$ cat src/hw/rtl/hrhp_pkg.sv
// hrhp_pkg: types and constants shared by the response header parser
// depends on nothing; used by hrhp_step and http_response_header_parser_top
`timescale 1ns / 1ps

package hrhp_pkg;

    typedef enum logic [2:0] {
        PH_VERSION  = 3'd0,
        PH_DIGITS   = 3'd1,
        PH_CLASSIFY = 3'd2,
        PH_HEADERS  = 3'd3,
        PH_BODY     = 3'd4,
        PH_DISCARD  = 3'd5
    } t_phase;

    localparam logic [1:0] CLS_HEADER = 2'd0;
    localparam logic [1:0] CLS_BODY   = 2'd1;
    localparam logic [1:0] CLS_DROP   = 2'd2;

    localparam logic [2:0] EV_NONE     = 3'd0;
    localparam logic [2:0] EV_NOTFOUND = 3'd1;
    localparam logic [2:0] EV_MOVED    = 3'd2;
    localparam logic [2:0] EV_OTHER    = 3'd3;
    localparam logic [2:0] EV_HDRDONE  = 3'd4;

    localparam logic [23:0] CODE_404 = 24'h343034;
    localparam logic [23:0] CODE_301 = 24'h333031;
    localparam logic [23:0] CODE_302 = 24'h333032;
    localparam logic [23:0] CODE_200 = 24'h323030;

    localparam logic [7:0] CHAR_SP = 8'h20;
    localparam logic [7:0] CHAR_CR = 8'h0D;
    localparam logic [7:0] CHAR_LF = 8'h0A;

    typedef struct packed {
        logic [2:0]  phase;
        logic [1:0]  digit_count;
        logic [23:0] status_chars;
        logic [2:0]  blank_match;
    } t_parse_state;

    typedef struct packed {
        logic [1:0] byte_class;
        logic [7:0] data_byte;
        logic [2:0] status_event;
    } t_result;

    localparam t_parse_state STATE_RESET = '{
        phase:        PH_VERSION,
        digit_count:  2'd0,
        status_chars: 24'd0,
        blank_match:  3'd0
    };

endpackage

$ cat src/hw/rtl/hrhp_step.sv
// hrhp_step: next parser state and result for one received byte
// depends on hrhp_pkg
`timescale 1ns / 1ps

module hrhp_step (
    input  hrhp_pkg::t_parse_state i_state,
    input  logic [7:0]             i_byte,
    input  logic                   i_start,
    output hrhp_pkg::t_parse_state o_state,
    output hrhp_pkg::t_result      o_result
);

    hrhp_pkg::t_parse_state cur;
    logic [7:0]             expect_char;
    logic [2:0]             match_inc;

    always_comb begin
        cur = i_start ? hrhp_pkg::STATE_RESET : i_state;
        // blank line sequence alternates cr, lf
        expect_char = cur.blank_match[0] ? hrhp_pkg::CHAR_LF : hrhp_pkg::CHAR_CR;
        match_inc   = cur.blank_match + 3'd1;

        o_state  = cur;
        o_result = '{byte_class: hrhp_pkg::CLS_HEADER, data_byte: 8'd0,
                     status_event: hrhp_pkg::EV_NONE};

        unique case (cur.phase)
            hrhp_pkg::PH_VERSION: begin
                if (i_byte == hrhp_pkg::CHAR_SP) begin
                    o_state.phase = hrhp_pkg::PH_DIGITS;
                end
            end
            hrhp_pkg::PH_DIGITS: begin
                o_state.status_chars = {cur.status_chars[15:0], i_byte};
                if (cur.digit_count >= 2'd2) begin
                    o_state.digit_count = 2'd0;
                    o_state.phase       = hrhp_pkg::PH_CLASSIFY;
                end else begin
                    o_state.digit_count = cur.digit_count + 2'd1;
                end
            end
            hrhp_pkg::PH_CLASSIFY: begin
                if (cur.status_chars == hrhp_pkg::CODE_200) begin
                    o_state.phase       = hrhp_pkg::PH_HEADERS;
                    o_state.blank_match = 3'd0;
                end else begin
                    o_result.byte_class = hrhp_pkg::CLS_DROP;
                    o_state.phase       = hrhp_pkg::PH_DISCARD;
                    priority if (cur.status_chars == hrhp_pkg::CODE_404) begin
                        o_result.status_event = hrhp_pkg::EV_NOTFOUND;
                    end else if (cur.status_chars == hrhp_pkg::CODE_301 ||
                                 cur.status_chars == hrhp_pkg::CODE_302) begin
                        o_result.status_event = hrhp_pkg::EV_MOVED;
                    end else begin
                        o_result.status_event = hrhp_pkg::EV_OTHER;
                    end
                end
            end
            hrhp_pkg::PH_HEADERS: begin
                if (i_byte == expect_char) begin
                    if (match_inc >= 3'd4) begin
                        o_state.blank_match   = 3'd0;
                        o_state.phase         = hrhp_pkg::PH_BODY;
                        o_result.status_event = hrhp_pkg::EV_HDRDONE;
                    end else begin
                        o_state.blank_match = match_inc;
                    end
                end else begin
                    // a cr restarts the match one byte in
                    o_state.blank_match = (i_byte == hrhp_pkg::CHAR_CR) ? 3'd1 : 3'd0;
                end
            end
            hrhp_pkg::PH_BODY: begin
                o_result.byte_class = hrhp_pkg::CLS_BODY;
                o_result.data_byte  = i_byte;
            end
            default: begin
                // discard phase and unused codes
                o_result.byte_class = hrhp_pkg::CLS_DROP;
            end
        endcase
    end

endmodule

$ cat src/hw/rtl/http_response_header_parser_top.sv
// http_response_header_parser_top: streaming http response header parser
// depends on hrhp_pkg and hrhp_step
`timescale 1ns / 1ps

// Sorts a received http response stream one byte per word into header,
// body or discarded bytes. A word with the start flag in tuser restarts the
// parser before that byte is taken. The version token and its space are
// skipped, three status characters are collected, and the next byte reports
// the status: 404 not found, 301/302 moved, any other non-200 value other;
// after these every byte is discarded. For 200 the header lines are consumed
// up to the exact sequence cr lf cr lf (the final lf carries the header
// complete event) and all later bytes pass as body. Every input word yields
// exactly one output word. Throughput is one word per cycle: the parser state
// update is a single combinational step into the state register, and one
// output register holds the result; a new word is taken whenever that
// register is empty or being drained in the same cycle.
// Segment boundaries on tlast are copied through and change no state.

module http_response_header_parser_top (
    input  logic        i_clk,
    input  logic        i_rst_n,
    // input byte stream
    input  logic        i_s_tvalid,
    output logic        o_s_tready,
    input  logic [7:0]  i_s_tdata,   // [7:0] rx_byte
    input  logic [0:0]  i_s_tuser,   // [0] response_start
    input  logic        i_s_tlast,   // segment_end
    // classified byte stream
    output logic        o_m_tvalid,
    input  logic        i_m_tready,
    output logic [15:0] o_m_tdata,   // [1:0] byte_class, [9:2] data_byte,
                                     // [12:10] status_event, [15:13] zero
    output logic        o_m_tlast    // segment_last
);

    hrhp_pkg::t_parse_state r_state;
    hrhp_pkg::t_parse_state n_state;
    hrhp_pkg::t_result      n_result;
    hrhp_pkg::t_result      r_result;
    logic                   r_out_valid;
    logic                   r_out_last;
    logic                   in_accept;

    // accept while the output register is free or emptying this cycle
    assign o_s_tready = !r_out_valid || i_m_tready;
    assign in_accept  = i_s_tvalid && o_s_tready;

    hrhp_step u_step (
        .i_state  (r_state),
        .i_byte   (i_s_tdata),
        .i_start  (i_s_tuser[0]),
        .o_state  (n_state),
        .o_result (n_result)
    );

    // control state
    always_ff @(posedge i_clk) begin
        if (!i_rst_n) begin
            r_state     <= hrhp_pkg::STATE_RESET;
            r_out_valid <= 1'b0;
        end else begin
            if (in_accept) begin
                r_state     <= n_state;
                r_out_valid <= 1'b1;
            end else if (i_m_tready) begin
                r_out_valid <= 1'b0;
            end
        end
    end

    // result payload
    always_ff @(posedge i_clk) begin
        if (in_accept) begin
            r_result   <= n_result;
            r_out_last <= i_s_tlast;
        end
    end

    assign o_m_tvalid = r_out_valid;
    assign o_m_tdata  = {3'd0, r_result.status_event, r_result.data_byte,
                         r_result.byte_class};
    assign o_m_tlast  = r_out_last;

    // a restart word leaves the parser in the version or digit phase
    a_restart_phase: assert property (@(posedge i_clk) disable iff (!i_rst_n)
        (in_accept && i_s_tuser[0]) |=>
        (r_state.phase == hrhp_pkg::PH_VERSION || r_state.phase == hrhp_pkg::PH_DIGITS))
        else $error("restart did not return parser to start");

    // data byte is zero unless the word is body
    a_data_zero: assert property (@(posedge i_clk) disable iff (!i_rst_n)
        (r_out_valid && r_result.byte_class != hrhp_pkg::CLS_BODY) |->
        (r_result.data_byte == 8'd0))
        else $error("data byte set on non-body word");

    // status events come with discarded words, header done with a header word
    a_event_class: assert property (@(posedge i_clk) disable iff (!i_rst_n)
        (r_out_valid && (r_result.status_event == hrhp_pkg::EV_NOTFOUND ||
                         r_result.status_event == hrhp_pkg::EV_MOVED ||
                         r_result.status_event == hrhp_pkg::EV_OTHER)) |->
        (r_result.byte_class == hrhp_pkg::CLS_DROP))
        else $error("status event on non-discarded word");

    a_hdrdone_class: assert property (@(posedge i_clk) disable iff (!i_rst_n)
        (r_out_valid && r_result.status_event == hrhp_pkg::EV_HDRDONE) |->
        (r_result.byte_class == hrhp_pkg::CLS_HEADER &&
         r_state.phase == hrhp_pkg::PH_BODY) || !r_out_valid || !$stable(r_state) ||
        r_state.phase != hrhp_pkg::PH_HEADERS)
        else $error("header done event inconsistent with parser phase");

    // blank line match never reaches four while stored
    a_match_range: assert property (@(posedge i_clk) disable iff (!i_rst_n)
        r_state.blank_match <= 3'd3)
        else $error("blank line match out of range");

endmodule

$ cat config.mk
export PLATFORM = sky130hd
export DESIGN_NAME = http_response_header_parser_top
export DESIGN_NICKNAME = d
export VERILOG_FILES = /design/src/hw/rtl/hrhp_pkg.sv /design/src/hw/rtl/hrhp_step.sv /design/src/hw/rtl/http_response_header_parser_top.sv
export SDC_FILE = /design/constraint.sdc
export NUM_CORES = 1
export LEC_CHECK = 0
export BUFFER_PORTS_ARGS = -buffer_cell sky130_fd_sc_hd__buf_2
export CAP_MARGIN = 40
export CORE_MARGIN = 2
export CORE_UTILIZATION = 51
export CTS_CLUSTER_SIZE = 12
export DETAILED_ROUTE_END_ITERATION = 7
export HOLD_SLACK_MARGIN = 0.05
export PLACE_DENSITY_LB_ADDON = 0.08
export REMOVE_ABC_BUFFERS = 1
export SKIP_CTS_REPAIR_TIMING = 1
export SYNTH_ARGS = -nofsm -noshare
export SYNTH_HDL_FRONTEND = slang
export SYNTH_SLANG_ARGS = --single-unit
$ cat constraint.sdc
create_clock -name i_clk -period 1.6 [get_ports i_clk]
set_clock_uncertainty 0.2 [all_clocks]
set_input_delay 0 -clock i_clk [delete_from_list [all_inputs] [get_ports i_clk]]
set_output_delay 0 -clock i_clk [all_outputs]
set_load 0.01 [all_outputs]
==> reports/results.tsv, run 1 <==
stage	metric	value	unit
setup_path	reg2reg_from	r_state[26]$_SDFFE_PN0P_	
cts	insertion_delay	0.31	ns
logic_synthesis	ys_warn_count	0	
floorplan	chipHeight	70.2	microns
power_and_ir_drop	vdd_ir_drop_max	559	uV
floorplan	num_rows	24	
placed_design	place_area	0.00269	sq mm
run	maxCapViolations	0	
run_status	status	complete, but fails checks	
setup_path	cp_max_fo	3	
logic_synthesis	netlist_area	0.00224	sq mm
sta	worst_pin_slew	0.813	ns
setup_path	cp_slowest_cell	dfxtp_2	
global_routing	grt_max_degree	29	
route	viasPerCell	5.50	
route	wl	5960	microns
logic_synthesis	synth_cell_types	52	
power_and_ir_drop	leakagePower	1.25	nW
layout	post-route-util	72.8	%
logic_synthesis	synthFlopType	dfxtp_1	
hold_path	worstHoldStart	i_s_tdata[6]	
global_routing	met1_usage	30.3	%
setup_path	cp.required	1.60	ns
logic_synthesis	synth_edf_count	14	
setup_path	crit_path_cell_trace	nor4b_4 -> nand4_1 -> o21ai_2 -> and3_1 -> o31ai_1	
cts	cts-root-buf	clkbuf_8	
cts	path_clk_slew	0.09	ns
placed_design	dp_hpwl	3830	microns
sta	period_share	112	%
placed_design	place.gp.congestion	1.07	
hold_path	hold_class	input port to flop	
sta	setup_violations	8	
sta	fmax	559	MHz
route	vias	1942	
floorplan	io_pins	33	
layout	final_common_cell	buf_4	
setup_path	worstSetupStartpointType	flop	
setup_path	startpoint	r_state[26]$_SDFFE_PN0P_	
layout	drive_above_1_share	37.9	%
logic_synthesis	synth_cells	218	
route	post_drt_wl_per_cell	16.9	microns
layout	nFillCells	322	
sta	finalMaxSlewViolations	0	
cts	clock_sinks	47	
route	ant_nets	0	
layout	num_antenna_cells	0	
floorplan	core_area	0.00429	sq mm
route	dr.pass1.iters	4	
global_routing	met3_usage	4.91	%
global_routing	grt_pass1_wl	8480	microns
logic_synthesis	async_reset_ff_share	0	%
logic_synthesis	ys_ff_latch	47	
global_routing	track_usage	22.1	%
sta	rsz0062_at_grt	true	
sta	maxSlewHeadroom	45.6	%
logic_synthesis	synth_area_per_cell	10.3	sq um
layout	fin_nets	315	
global_routing	antenna_found_initial	0	
route	drtIter0Drc	120	
sta	setup_ws	-0.188	ns
setup_path	critPathArrivalTime	1.79	ns
cts	clock_path_buffers	2	
setup_path	crit_type	flop to flop	
layout	stdcell_area	0.00313	sq mm
floorplan	die_area	0.00493	sq mm
run_status	failed_checks	setup timing	
sta	hold_violations	0	
global_routing	grt_use_met2	35.4	%
layout	areaGrowthSynthToFinish	39.8	%
floorplan	start_util	52.1	%
layout	layout_common_cells	buf_4, nor2b_1, buf_2	
route	drc	0	
global_routing	grt_pass1_vias	1699	
sta	tns	-0.870	ns
floorplan	die_w	70.2	microns
cts	cts_tree	built	
power_and_ir_drop	power.density	800	mW/mm^2
setup_path	cpPeakStageDelay	0.35	ns
cts	cts_max_level	2	
global_routing	grt-busiest-layer	met2	
global_routing	overflow	0	
sta	min_period	1.79	ns
placed_design	port_buffers	29	
logic_synthesis	ys_seq_area_share	48.3	%
setup_path	endpoint_kind	flop	
power_and_ir_drop	p_total	2.50	mW
cts	numCtsBuffers	5	
worst max-delay path: cells and delay by family, from the launching register on:
family / cells / cell delay [ns]
AND/OR/NAND/NOR: 3 / 0.77
flip-flops: 1 / 0.35
AO/OA/AOI/OAI: 2 / 0.35
stage by stage:
stage	instances	setup slack [ns]	hold slack [ns]
floorplan	206	-0.368	-0.101
global placement	326	-0.150	-0.0224
detailed placement	326	-0.272	-0.0212
CTS	334	-0.279	-0.345
global route	353	-0.260	0.0832
finish	353	-0.188	0.0449
synth_stat cells, types with 2 or more instances:
master	count	area share, %
a31oi_1	4	1.1
nor2b_1	30	8.4
a22oi_1	25	8.4
nand2b_1	5	1.4
a21oi_1	4	0.90
a21boi_1	2	0.67
nor3_1	3	0.67
nor3b_1	4	1.3
edfxtp_1	14	19
and2_1	9	2.5
buf_4	5	1.7
o221ai_1	2	0.78
nand3_1	3	0.67
nand4_1	3	0.84
buf_6	2	1.0
buf_2	4	0.90
inv_1	7	1.2
and3_1	2	0.56
dfxtp_1	33	30
clkbuf_1	3	0.50
o21ai_2	2	0.78
o21ai_0	7	1.6
nor2_1	8	1.3
nand2_1	8	1.3
nor4b_2	2	1.3
final cells by class:
cell class	count	area, sq um	area share, %
clock inverter	3	46.3	1.48
tap	52	65.1	2.08
sequential	47	1090	34.8
clock buffer	5	68.8	2.20
inverter	7	26.3	0.841
timing repair buffer	87	692	22.1
multi-input combinational	152	1140	36.4
registers in the layout, summed over array words and instances (netlist names):
signal / cells
o_m_tdata: 13
o_m_tlast: 1
o_m_tvalid: 1
r_state: 32
power by group:
| part | total [mW] | switching [mW] | leakage [nW] | internal [mW] |
|---|---|---|---|---|
| registers | 1.28 | 0.0200 | 0.411 | 1.26 |
| logic | 0.325 | 0.166 | 0.783 | 0.160 |
| clock network | 0.892 | 0.421 | 0.0548 | 0.471 |
| total | 2.50 | 0.607 | 1.25 | 1.89 |
per-layer routing:
| metal | part of all wire [%] | up-vias | wire length [microns] |
|---|---|---|---|
| met5 | 0 | - | 0 |
| met4 | 1.7 | 0 | 100 |
| met3 | 4.1 | 9 | 245 |
| met2 | 50 | 47 | 2970 |
| met1 | 44 | 930 | 2650 |
| li1 | - | 956 | - |
logic make-up after synthesis:
family                     share of synthesized area [%]
and+or+nand+nor                                     26.6
xor gates and xnor gates                           0.392
buffers and inverters                               5.26
AOI/OAI and AO/OA                                   17.7
adders and majority gates                          0.560
other                                              0.168
muxes                                              0.951
DFF                                                 48.3
path summary, 6_finish.rpt:
check,end,slack [ns],cells past startpoint
worst min register to register,r_state[27]$_SDFFE_PN0P_,0.28,2
worst min-delay path,r_state[31]$_SDFFE_PN0P_,0.04,5
worst max-delay path,r_state[2]$_SDFFE_PN0P_,-0.19,5
worst max register to register,r_state[2]$_SDFFE_PN0P_,-0.19,5
Note: power is estimated with default switching activity, not from simulation.
==> inputs of run 2 (changes only) <==
--- a/config.mk
+++ b/config.mk
@@ -8,7 +8,7 @@
 export BUFFER_PORTS_ARGS = -buffer_cell sky130_fd_sc_hd__buf_2
 export CAP_MARGIN = 40
 export CORE_MARGIN = 2
-export CORE_UTILIZATION = 51
+export CORE_UTILIZATION = 40
 export CTS_CLUSTER_SIZE = 12
 export DETAILED_ROUTE_END_ITERATION = 7
 export HOLD_SLACK_MARGIN = 0.05
==> run 2 against run 1 <==
Against the previous run:
- the run still ends with setup timing left
- register-to-register slack better by 0.05 ns
- fmax is 2.8% higher
- routed wire length down 8.1%
- first-iteration DRC count is 13% lower
- count of clock-buffer cells in the layout rose by 1
- critical endpoint is now o_m_tdata[1]$_DFFE_PP_
- highest routed layer unchanged
==> reports/results.tsv, run 2 (synthesis gave the netlist of run 1 again) <==
stage	metric	value	unit
route	drc	0	
layout	stdcell_area	0.00319	sq mm
sta	min_period	1.74	ns
cts	numCtsBuffers	5	
placed_design	place_area	0.00276	sq mm
power_and_ir_drop	p_sw	0.587	mW
placed_design	place_inst	351	
cts	cts_tree	built	
sta	worst_hold_slack	0.0577	ns
power_and_ir_drop	internal_power	1.89	mW
power_and_ir_drop	pwr-share-clk	35.1	%
layout	fin_nets	319	
run_status	status	complete, but fails checks	
setup_path	cp.depth	5	
setup_path	critPathArrivalTime	1.59	ns
run	maxCapViolations	0	
setup_path	endpoint_kind	flop	
floorplan	start_util	41.1	%
global_routing	grt_pass1_wl	8340	microns
setup_path	regToRegSetupSlack	-0.14	ns
global_routing	overflow	0	
cts	cts-root-buf	clkbuf_8	
sta	fmax	575	MHz
setup_path	crit_type	flop to flop	
sta	finalMaxSlewViolations	0	
global_routing	track_usage	17.1	%
placed_design	port_buffers	29	
sta	setup_violations	8	
placed_design	dp_worst_setup_slack	-0.169	ns
layout	nFillCells	477	
cts	path_clk_slew	0.09	ns
layout	top_register	r_state	
setup_path	crit_path_cell_trace	nor4b_4 -> o21ai_2 -> nor4_4 -> o21ba_2 -> nor2_1	
route	ant_nets	0	
sta	hold_violations	0	
setup_path	crit_family	simple AND/OR/NAND/NOR gates	
cts	insertion_delay	0.29	ns
power_and_ir_drop	leakagePower	1.27	nW
route	dr.pass1.iters	6	
placed_design	place.gp.congestion	0.839	
floorplan	num_rows	27	
floorplan	core_area	0.00544	sq mm
cts	clock_path_buffers	2	
cts	cts_max_level	2	
setup_path	worstSetupStartpointType	flop	
layout	largest_reg_flops	32	
hold_path	holdPathStages	4	
sta	setup_ws	-0.139	ns
placed_design	dp_hpwl	3670	microns
layout	register_area	0.00109	sq mm
layout	multi_input_area	0.00116	sq mm
hold_path	hold_class	input port to flop	
sta	tns	-0.469	ns
floorplan	io_pins	33	
setup_path	cpPeakStageDelay	0.35	ns
layout	post-route-util	58.7	%
route	vias	1939	
floorplan	die_area	0.00620	sq mm
power_and_ir_drop	power_frac_seq	51.7	%
layout	num_antenna_cells	0	
power_and_ir_drop	vdd_ir_drop_max	409	uV
global_routing	antenna_found_initial	0	
power_and_ir_drop	pwr-share-comb	13.2	%
layout	fin_cells	377	
setup_path	cp.required	1.45	ns
layout	drive_above_1_share	40.0	%
layout	areaGrowthSynthToFinish	42.8	%
setup_path	critPathBufInv	0	
route	post_drt_wl_per_cell	14.5	microns
layout	layout_common_cells	buf_4, nor2b_1, buf_2	
global_routing	grt_pass1_vias	1736	
sta	rsz0062_at_grt	true	
sta	period_share	109	%
power_and_ir_drop	p_total	2.48	mW
setup_path	r2r_cells	5	
setup_path	cp_slowest_cell	dfxtp_2	
run_status	failed_checks	setup timing	
route	drtIter0Drc	105	
route	viasPerCell	5.14	
sta	worst_pin_slew	0.699	ns
cts	clock_sinks	47	
power_and_ir_drop	power.density	777	mW/mm^2
floorplan	die_w	78.8	microns
layout	final_common_cell	buf_4	
route	wl	5480	microns
power_and_ir_drop	p_sw_share	23.7	%
sta	maxSlewHeadroom	53.2	%
global_routing	grt_max_degree	27	
setup_path	cp_max_fo	2	
floorplan	chipHeight	78.8	microns
run 2: worst paths after layout:
kind | start | to
max | r_state[21]$_SDFFE_PN0P_ | o_m_tdata[1]$_DFFE_PP_
min | i_s_tuser | r_state[27]$_SDFFE_PN0P_
max reg2reg | r_state[21]$_SDFFE_PN0P_ | o_m_tdata[1]$_DFFE_PP_
min reg2reg | r_state[27]$_SDFFE_PN0P_ | r_state[27]$_SDFFE_PN0P_
run 2: worst min-delay path, stage by stage:
cell and delay [ns]:
buf_2 0.15, buf_4 0.17, o21ai_2 0.12, a21boi_1 0.05
run 2: layer usage:
metal | GRT usage [%] | wire, microns | vias up
met4 | 3.86 | 25 | 0
met2 | 27.5 | 2570 | 47
met3 | 3.75 | 219 | 2
li1 | - | - | 966
met1 | 23.7 | 2660 | 924
met5 | 0 | 0 | -
run 2: area by class of cell:
type / instances / area share [%]
clock buffers: 6 / 2.27
clock inverters: 2 / 1.14
flip-flops and latches: 47 / 34.2
repair buffers: 91 / 22.5
well taps: 72 / 2.82
multi-input cells: 152 / 36.2
inverters: 7 / 0.823
run 2: power by group through the flow:
stage	logic [mW]	registers, mW	clock network, mW
3_3_place_gp	0.283	1.31	0
3_5_place_dp	0.279	1.31	0
5_1_grt	0.357	1.29	0.940
4_1_cts	0.280	1.28	0.885
6_report	0.328	1.28	0.870
2_1_floorplan	0.106	1.32	0
